[src/rtl/gscs_pkg.sv]
package gscs_pkg;

	// fixed field widths
	localparam int CFG_W  = 16;
	localparam int DUTY_W = 8;
	localparam int GEAR_W = 2;
	localparam int IDX_W  = 2;

	// default timer width, range 8 to 32
	localparam int TIMER_BITS_DEF = 16;

	// configuration register indexes
	localparam logic [IDX_W-1:0] REG_SHIFT_DELAY   = 2'd0;
	localparam logic [IDX_W-1:0] REG_RELEASE_DELAY = 2'd1;
	localparam logic [IDX_W-1:0] REG_ENGAGE_DELAY  = 2'd2;
	localparam logic [IDX_W-1:0] REG_DUTY_MAX      = 2'd3;

	// configuration reset values
	localparam logic [CFG_W-1:0]  SHIFT_DELAY_RST   = 16'd15625;
	localparam logic [CFG_W-1:0]  RELEASE_DELAY_RST = 16'd15625;
	localparam logic [CFG_W-1:0]  ENGAGE_DELAY_RST  = 16'd15625;
	localparam logic [DUTY_W-1:0] DUTY_MAX_RST      = 8'd153;

	// gear codes
	localparam logic [GEAR_W-1:0] GEAR_1ST = 2'd0;
	localparam logic [GEAR_W-1:0] GEAR_2ND = 2'd1;
	localparam logic [GEAR_W-1:0] GEAR_3RD = 2'd2;
	localparam logic [GEAR_W-1:0] GEAR_4TH = 2'd3;

	// request types
	localparam logic REQ_TICK = 1'b0;
	localparam logic REQ_CMD  = 1'b1;

	typedef enum logic [2:0] {
		ST_IDLE,
		ST_STEP,
		ST_MUL,
		ST_LOAD,
		ST_DIV,
		ST_DONE
	} state_t;

	typedef struct packed {
		logic accept;    // latch the input transaction
		logic step;      // run one sequencing step
		logic mul;       // register count * duty_max
		logic div_load;  // seed the divider
		logic div_step;  // one quotient bit
		logic out_load;  // fill the result register
	} dp_cmd_t;

	typedef struct packed {
		logic div_done;  // last quotient bit in this cycle
	} dp_stat_t;

endpackage

[src/rtl/gscs_ctrl.sv]
module gscs_ctrl (
	input  logic              clk,
	input  logic              arst_n,
	input  logic              in_valid,
	output logic              in_stall,
	output logic              out_valid,
	input  logic              out_stall,
	input  gscs_pkg::dp_stat_t stat,
	output gscs_pkg::dp_cmd_t  cmd
);
	import gscs_pkg::*;

	state_t state_q;
	state_t state_n;
	logic   out_valid_q;
	logic   slot_free;

	assign slot_free = !out_valid_q || !out_stall;

	always_comb begin
		state_n = state_q;
		unique case (state_q)
			ST_IDLE: if (in_valid) state_n = ST_STEP;
			ST_STEP: state_n = ST_MUL;
			ST_MUL:  state_n = ST_LOAD;
			ST_LOAD: state_n = ST_DIV;
			ST_DIV:  if (stat.div_done) state_n = ST_DONE;
			ST_DONE: if (slot_free) state_n = ST_IDLE;
			default: state_n = ST_IDLE;
		endcase
	end

	always_comb begin
		cmd      = '0;
		in_stall = 1'b1;
		unique case (state_q)
			ST_IDLE: begin
				in_stall   = 1'b0;
				cmd.accept = in_valid;
			end
			ST_STEP: cmd.step     = 1'b1;
			ST_MUL:  cmd.mul      = 1'b1;
			ST_LOAD: cmd.div_load = 1'b1;
			ST_DIV:  cmd.div_step = 1'b1;
			ST_DONE: cmd.out_load = slot_free;
			default: ;
		endcase
	end

	always_ff @(posedge clk or negedge arst_n) begin
		if (!arst_n) begin
			state_q     <= ST_IDLE;
			out_valid_q <= 1'b0;
		end else begin
			state_q <= state_n;
			if (cmd.out_load)
				out_valid_q <= 1'b1;
			else if (!out_stall)
				out_valid_q <= 1'b0;
		end
	end

	assign out_valid = out_valid_q;

endmodule

[src/rtl/gscs_dp.sv]
module gscs_dp #(
	parameter int TIMER_BITS = gscs_pkg::TIMER_BITS_DEF
) (
	input  logic                          clk,
	input  logic                          arst_n,
	input  gscs_pkg::dp_cmd_t             cmd,
	output gscs_pkg::dp_stat_t            stat,
	input  logic                          cfg_we,
	input  logic [gscs_pkg::IDX_W-1:0]    cfg_index,
	input  logic [gscs_pkg::CFG_W-1:0]    cfg_wdata,
	input  logic                          req_type,
	input  logic [gscs_pkg::GEAR_W-1:0]   cmd_gear,
	input  logic                          cmd_clutch,
	input  logic                          enabled,
	output logic                          solenoid_a,
	output logic                          solenoid_b,
	output logic [gscs_pkg::DUTY_W-1:0]   clutch_pwm,
	output logic                          clutch_drive_on,
	output logic [gscs_pkg::GEAR_W-1:0]   gear_now,
	output logic                          clutch_now,
	output logic                          busy_res,
	output logic [gscs_pkg::GEAR_W-1:0]   status_gear,
	output logic                          status_clutch,
	output logic                          status_enabled
);
	import gscs_pkg::*;

	localparam int PROD_W = TIMER_BITS + DUTY_W;
	localparam int DCNT_W = $clog2(DUTY_W);

	// configuration
	logic [CFG_W-1:0]  shift_dly_q;
	logic [CFG_W-1:0]  release_dly_q;
	logic [CFG_W-1:0]  engage_dly_q;
	logic [DUTY_W-1:0] duty_max_q;

	// latched input transaction
	logic              req_q;
	logic [GEAR_W-1:0] cmd_gear_q;
	logic              cmd_clutch_q;
	logic              en_q;

	// sequencer state
	logic [GEAR_W-1:0]     gear_q, gear_n;
	logic                  clutch_q, clutch_n;
	logic [GEAR_W-1:0]     dgear_q, dgear_n;
	logic                  dclutch_q, dclutch_n;
	logic                  block_q, block_n;
	logic                  run_q, run_n;
	logic [TIMER_BITS-1:0] cnt_q, cnt_n;
	logic [TIMER_BITS-1:0] lim_q, lim_n;
	logic [TIMER_BITS-1:0] cnt_inc;

	logic             start;
	logic [CFG_W-1:0] start_ticks;
	logic             start_block;

	// ramp divider
	logic [PROD_W-1:0]     prod_q;
	logic [TIMER_BITS-1:0] rem_q;
	logic [DUTY_W-1:0]     quo_q;
	logic [DCNT_W-1:0]     dcnt_q;
	logic [TIMER_BITS:0]   trial;
	logic                  trial_ge;
	logic [TIMER_BITS:0]   trial_sub;
	logic [DUTY_W-1:0]     duty;

	always_ff @(posedge clk or negedge arst_n) begin
		if (!arst_n) begin
			shift_dly_q   <= SHIFT_DELAY_RST;
			release_dly_q <= RELEASE_DELAY_RST;
			engage_dly_q  <= ENGAGE_DELAY_RST;
			duty_max_q    <= DUTY_MAX_RST;
		end else if (cfg_we) begin
			unique case (cfg_index)
				REG_SHIFT_DELAY:   shift_dly_q   <= cfg_wdata;
				REG_RELEASE_DELAY: release_dly_q <= cfg_wdata;
				REG_ENGAGE_DELAY:  engage_dly_q  <= cfg_wdata;
				REG_DUTY_MAX:      duty_max_q    <= cfg_wdata[DUTY_W-1:0];
				default: ;
			endcase
		end
	end

	always_ff @(posedge clk) begin
		if (cmd.accept) begin
			req_q        <= req_type;
			cmd_gear_q   <= cmd_gear;
			cmd_clutch_q <= cmd_clutch;
			en_q         <= enabled;
		end
	end

	assign cnt_inc = cnt_q + TIMER_BITS'(1);

	always_comb begin
		gear_n      = gear_q;
		clutch_n    = clutch_q;
		dgear_n     = dgear_q;
		dclutch_n   = dclutch_q;
		block_n     = block_q;
		run_n       = run_q;
		cnt_n       = cnt_q;
		lim_n       = lim_q;
		start       = 1'b0;
		start_ticks = shift_dly_q;
		start_block = 1'b0;

		if (req_q == REQ_TICK) begin
			if (run_q) begin
				cnt_n = cnt_inc;
				if (cnt_inc >= lim_q) begin
					run_n   = 1'b0;
					lim_n   = '0;
					block_n = 1'b0;
				end
			end
		end else begin
			dgear_n   = cmd_gear_q;
			dclutch_n = cmd_clutch_q;
		end

		// no lockup in first gear or while disabled
		if (!en_q || dgear_n == GEAR_1ST)
			dclutch_n = 1'b0;

		if (!block_n) begin
			if (gear_q != dgear_n) begin
				start       = 1'b1;
				start_block = 1'b1;
				if (clutch_q) begin
					clutch_n    = 1'b0;
					start_ticks = release_dly_q;
				end else begin
					gear_n      = dgear_n;
					start_ticks = shift_dly_q;
				end
			end else if (clutch_q != dclutch_n) begin
				clutch_n = dclutch_n;
				start    = 1'b1;
				if (dclutch_n) begin
					start_ticks = engage_dly_q;
					start_block = 1'b0;
				end else begin
					start_ticks = release_dly_q;
					start_block = 1'b1;
				end
			end
		end

		if (start) begin
			block_n = start_block;
			lim_n   = TIMER_BITS'(start_ticks);
			cnt_n   = '0;
			run_n   = 1'b1;
		end
	end

	always_ff @(posedge clk or negedge arst_n) begin
		if (!arst_n) begin
			gear_q    <= GEAR_2ND;
			clutch_q  <= 1'b0;
			dgear_q   <= GEAR_2ND;
			dclutch_q <= 1'b0;
			block_q   <= 1'b0;
			run_q     <= 1'b0;
			cnt_q     <= '0;
			lim_q     <= '0;
		end else if (cmd.step) begin
			gear_q    <= gear_n;
			clutch_q  <= clutch_n;
			dgear_q   <= dgear_n;
			dclutch_q <= dclutch_n;
			block_q   <= block_n;
			run_q     <= run_n;
			cnt_q     <= cnt_n;
			lim_q     <= lim_n;
		end
	end

	// restoring division, quotient known to fit in DUTY_W bits
	assign trial     = {rem_q, quo_q[DUTY_W-1]};
	assign trial_ge  = trial >= {1'b0, lim_q};
	assign trial_sub = trial - {1'b0, lim_q};

	always_ff @(posedge clk) begin
		if (cmd.mul)
			prod_q <= PROD_W'(cnt_q) * PROD_W'(duty_max_q);
		if (cmd.div_load) begin
			rem_q <= prod_q[PROD_W-1:DUTY_W];
			quo_q <= prod_q[DUTY_W-1:0];
		end else if (cmd.div_step) begin
			rem_q <= trial_ge ? trial_sub[TIMER_BITS-1:0] : trial[TIMER_BITS-1:0];
			quo_q <= {quo_q[DUTY_W-2:0], trial_ge};
		end
	end

	always_ff @(posedge clk or negedge arst_n) begin
		if (!arst_n)
			dcnt_q <= '0;
		else if (cmd.div_load)
			dcnt_q <= '0;
		else if (cmd.div_step)
			dcnt_q <= dcnt_q + DCNT_W'(1);
	end

	assign stat.div_done = cmd.div_step && (dcnt_q == DCNT_W'(DUTY_W - 1));

	always_comb begin
		if (!clutch_q)
			duty = '0;
		else if (!run_q || lim_q == '0)
			duty = duty_max_q;
		else
			duty = quo_q;
	end

	always_ff @(posedge clk) begin
		if (cmd.out_load) begin
			solenoid_a      <= (gear_q == GEAR_1ST) || (gear_q == GEAR_2ND);
			solenoid_b      <= (gear_q == GEAR_2ND) || (gear_q == GEAR_3RD);
			clutch_pwm      <= duty;
			clutch_drive_on <= (duty != '0);
			gear_now        <= gear_q;
			clutch_now      <= clutch_q;
			busy_res        <= block_q;
			status_gear     <= dgear_q;
			status_clutch   <= dclutch_q;
			status_enabled  <= en_q;
		end
	end

endmodule

[src/rtl/gear_shift_clutch_sequencer_top.sv]
// A new input transaction is taken only in idle, once the previous result has been
// loaded; each transaction runs through the 8-step restoring divider of the duty ramp.
// A finished result waits in the output register while the next input transaction
// is taken. Reset (arst_n low) returns the sequencer to second gear, clutch released,
// timer stopped, and the delay and duty registers to defaults.
module gear_shift_clutch_sequencer_top #(
	parameter int TIMER_BITS = gscs_pkg::TIMER_BITS_DEF
) (
	input  logic                          clk,
	input  logic                          arst_n,
	// configuration write port
	input  logic                          cfg_we,
	input  logic [gscs_pkg::IDX_W-1:0]    cfg_index,
	input  logic [gscs_pkg::CFG_W-1:0]    cfg_wdata,
	// input channel
	input  logic                          in_valid,
	output logic                          in_stall,
	input  logic                          req_type,
	input  logic [gscs_pkg::GEAR_W-1:0]   cmd_gear,
	input  logic                          cmd_clutch,
	input  logic                          enabled,
	// output channel
	output logic                          out_valid,
	input  logic                          out_stall,
	output logic                          solenoid_a,
	output logic                          solenoid_b,
	output logic [gscs_pkg::DUTY_W-1:0]   clutch_pwm,
	output logic                          clutch_drive_on,
	output logic [gscs_pkg::GEAR_W-1:0]   gear_now,
	output logic                          clutch_now,
	output logic                          busy_res,
	output logic [gscs_pkg::GEAR_W-1:0]   status_gear,
	output logic                          status_clutch,
	output logic                          status_enabled
);
	import gscs_pkg::*;

	// Controller walks each transaction through: latch, sequencing step,
	// multiply count by duty_max, seed divider, eight quotient bits, result load.
	dp_cmd_t  cmd;
	dp_stat_t stat;

	gscs_ctrl u_ctrl (
		.clk       (clk),
		.arst_n    (arst_n),
		.in_valid  (in_valid),
		.in_stall  (in_stall),
		.out_valid (out_valid),
		.out_stall (out_stall),
		.stat      (stat),
		.cmd       (cmd)
	);

	// Datapath holds the config registers, gear/clutch/timer state, the
	// ramp multiplier and divider, and the result register.
	gscs_dp #(
		.TIMER_BITS (TIMER_BITS)
	) u_dp (
		.clk             (clk),
		.arst_n          (arst_n),
		.cmd             (cmd),
		.stat            (stat),
		.cfg_we          (cfg_we),
		.cfg_index       (cfg_index),
		.cfg_wdata       (cfg_wdata),
		.req_type        (req_type),
		.cmd_gear        (cmd_gear),
		.cmd_clutch      (cmd_clutch),
		.enabled         (enabled),
		.solenoid_a      (solenoid_a),
		.solenoid_b      (solenoid_b),
		.clutch_pwm      (clutch_pwm),
		.clutch_drive_on (clutch_drive_on),
		.gear_now        (gear_now),
		.clutch_now      (clutch_now),
		.busy_res        (busy_res),
		.status_gear     (status_gear),
		.status_clutch   (status_clutch),
		.status_enabled  (status_enabled)
	);

endmodule

[config.mk]
export PLATFORM = sky130hd
export DESIGN_NAME = gear_shift_clutch_sequencer_top
export DESIGN_NICKNAME = d
export VERILOG_FILES = /design/src/rtl/gscs_pkg.sv /design/src/rtl/gscs_ctrl.sv /design/src/rtl/gscs_dp.sv /design/src/rtl/gear_shift_clutch_sequencer_top.sv
export SDC_FILE = /design/constraint.sdc
export NUM_CORES = 1
export LEC_CHECK = 0
export ABC_CLOCK_PERIOD_IN_PS = 10100
export BUFFER_PORTS_ARGS = -buffer_cell sky130_fd_sc_hd__buf_2
export CORE_MARGIN = 2
export CORE_UTILIZATION = 55
export CTS_BUF_LIST = sky130_fd_sc_hd__clkbuf_2
export CTS_CLUSTER_SIZE = 12
export DETAILED_ROUTE_END_ITERATION = 7
export GPL_TIMING_DRIVEN = 0
export PLACE_DENSITY = 0.72
export SYNTH_ARGS = -nofsm -noshare
export SYNTH_HDL_FRONTEND = slang
export SYNTH_SLANG_ARGS = --single-unit
[constraint.sdc]
create_clock -name clk -period 10.1 [get_ports clk]
set_clock_uncertainty 0.1 [all_clocks]
set_input_delay 1.01 -clock clk [delete_from_list [all_inputs] [get_ports clk]]
set_output_delay 1.01 -clock clk [all_outputs]
set_load 0.03 [all_outputs]
==> run metrics <==
outcome completed; RSZ-0062 raised after global routing false; Synth-to-Final Area Change 7.14%; final setup vio count 0; First-pass DRT Iterations 5; Startpoint Class register; Root Buffer clkbuf_2; crit-path max FO 10; cts repair resizes 0; Peak Freq between 0.15 and 0.2 GHz; DRC Markers 0; via count 9830; clk sink count between 150 and 200; max-slew violations 0; Top Usage Layer GRT met2; Synth Register Bits 175; initial core utilization 56.1%; nets 1557; M3 GR Usage 4.14%; GPL Wtd Cong 0.895; largest buffer count on any clock path 2; setup TNS 0 ps; HPWL after detailed placement ~24 mm; Max VDD drop between 0.0001 and 0.00015 V; post-synthesis sequential area ratio roughly 36%; grt ovf 0; cells after synthesis 1293; proportion of layout cells with a drive suffix above 1 14.8%; Worst Path Required ~11000 ps; R2R cell count 17; initial antenna violation count 1; # Max-Cap Violations 0; fillers between 2000 and 2500; cts hold-fix bufs 0; worst setup path category register to register; Max H-tree Level 4; number of DRC markers in iteration 0 652; fin cells 1695; fin crit share 64.6%; # port buffers 48; area of the multi-input gates 7680 sq um; Setup Buffers After CTS 0; routed wire length 31.1 mm; yosys warns 0; io pins 49; met2 Resource Use GR 40.2%; worst-margin pin slew 1340 ps; shortest clock period the worst path allows after layout 6530 ps; die height 159 um; CTS tree yes; leakage power 6.50 nW; crit end category register; via/cell ratio 5.80; first-pass GRT wire length 50.7 mm; Slew headroom 10.6%; DIE AREA 25300 sq um; drt wl/cell between 15 and 20 um; Critical Path AT 7010 ps; largest net degree at the start of global routing 54; core area 23500 sq um; Final Hold Viols 0; dominant synthesized flop cell dfrtp_1; total clock buffers created by CTS 17; dpl cells between 1500 and 2000; Post-DRT Antenna Nets 0; Yosys cell types 70; vias in the first global route 9716; Skew-Pair Late Insertion Delay 760 ps; syn nets between 1000 and 1500; EDFF count, synth 72; ys async rst share between 50% and 60%; Syn Std Cell Area 13200 sq um; power per cell area 239 nW/um^2; Total GRT Usage 25.3%; worst hold path class input port to asynchronous set/reset pin; grt met1 use 35.7%; average size of a mapped cell just over 10 sq um; die extent in x 159 um; Storage cell area 4770 sq um; Clock transition at path regs 300 ps; Core Rows 56
flip-flops by register name (all words and copies together), names as in the netlist, 2 cells and up:
| signal | count |
|---|---|
| u_dp.status_gear | 2 |
| u_dp.shift_dly_q | 16 |
| u_dp.lim_q | 16 |
| u_dp.duty_max_q | 8 |
| u_dp.clutch_pwm | 8 |
| u_dp.prod_q | 24 |
| u_dp.cmd_gear_q | 2 |
| u_dp.engage_dly_q | 16 |
| u_dp.dgear_q | 2 |
| u_dp.gear_q | 2 |
| u_dp.dcnt_q | 3 |
| u_dp.gear_now | 2 |
| u_dp.quo_q | 8 |
| u_dp.release_dly_q | 16 |
| u_dp.rem_q | 16 |
| u_dp.cnt_q | 16 |
| u_ctrl.state_q | 3 |
Yosys cell counts, types with 5 or more instances:
cell | count | share of area, %
inv_1 | 128 | 3.6
and2_1 | 109 | 5.2
nand2_1 | 108 | 3.1
fa_1 | 85 | 13
ha_1 | 82 | 7.8
dfrtp_1 | 76 | 14
edfxtp_1 | 72 | 16
nor2_1 | 62 | 1.8
o21ai_0 | 60 | 2.3
mux2_2 | 57 | 4.9
a21oi_1 | 49 | 1.9
clkbuf_1 | 49 | 1.4
xnor2_1 | 33 | 2.2
mux2i_1 | 28 | 2.1
dfstp_2 | 27 | 5.4
a21o_1 | 19 | 1.1
nand3_1 | 17 | 0.64
o221ai_1 | 17 | 1.1
nand2b_1 | 15 | 0.71
nor3_1 | 15 | 0.57
a31oi_1 | 14 | 0.66
nor4_1 | 12 | 0.57
o31ai_1 | 11 | 0.63
xor2_1 | 10 | 0.66
o211ai_1 | 9 | 0.51
or3b_1 | 9 | 0.60
and3_1 | 8 | 0.38
buf_2 | 8 | 0.30
nand4_1 | 8 | 0.38
or3_1 | 8 | 0.38
or3b_2 | 7 | 0.46
a211oi_1 | 5 | 0.28
a41oi_1 | 5 | 0.33
or2_2 | 5 | 0.24
where the power goes:
part           total (mW)  leakage [nW]  switching, mW  internal (mW)
logic                1.78          4.44           1.10          0.675
registers            1.22          1.91          0.168           1.05
clock network       0.382         0.152          0.279          0.103
total                3.38          6.50           1.55           1.83
area by class of cell:
cell class | instances | area share [%]
antenna | 1 | 0.0177
multi-input combinational | 924 | 54.3
inverter | 129 | 3.42
sequential | 175 | 33.7
clock buffer | 17 | 0.601
buffer | 65 | 1.95
clock inverter | 15 | 1.19
tap | 319 | 2.82
timing repair buffer | 50 | 1.99
metrics by stage:
stage	util (%)	hold WS, ps	power [mW]	worst slack (ps)	area (sq um)
floorplan	-	340	2.47	4920	13200
global placement	58.8	363	2.93	3620	13800
detailed placement	59.0	361	2.97	3640	13900
CTS	60.1	84.0	3.36	3560	14100
global route	60.1	109	3.64	3150	14100
finish	60.1	150	3.38	3570	14100
worst max-delay path, stage by stage, from the launching register on:
cell and delay (ps):
dfstp_2 580, clkbuf_1 510, clkbuf_1 580, nand2_1 170
fa_1 520, fa_1 500, inv_1 60, fa_1 550
inv_1 60, fa_1 530, inv_1 40, ha_1 350
o211ai_1 100, a21oi_1 250, o21ai_0 180, a2111oi_0 750
nor2_1 200, a311oi_1 310
cells by family (layout without fill, tap and decap cells):
family          Yosys count  in the layout  synth area share (%)
simple gates            398            398                  15.9
compound gates          226            226                  11.1
buf+inv                 194            276                  5.76
flops                   175            175                  36.1
fa+ha+maj               167            167                  20.7
mux                      88             88                  7.31
xor+xnor                 45             45                  3.10
other cells               0              1                     0
path summary, 6_finish.rpt:
check                                   start                endpoint  slack (ps)
min in group clk                      enabled               u_dp.en_q         310
setup / recovery           u_dp.duty_max_q[4]         u_dp.prod_q[23]        3570
hold reg to reg                u_dp.dclutch_q      u_dp.status_clutch         420
setup reg to reg           u_dp.duty_max_q[4]         u_dp.prod_q[23]        3570
hold / removal                         arst_n           u_dp.cnt_q[6]         150
max in group asynchronous              arst_n  u_dp.release_dly_q[13]        9010
cell usage in the layout, fill, tap and decap left out, drive strengths merged, types with 60 or more instances in the layout:
cell type  netlist  routed
and2           109     109
ha              82      82
dfrtp           76      76
buf             16      66
fa              85      85
inv            128     136
edfxtp          72      72
nor2            63      63
nand2          108     108
o21ai           60      60
clkbuf          49      66
layer usage:
metal  vias to the layer above  part of all wire [%]
met2                       309                    47
li1                       4609                     -
met5                         -                     0
met3                        46                   5.6
met4                         0                   2.5
met1                      4866                    45
No activity file was read; power rests on OpenSTA's default activity.
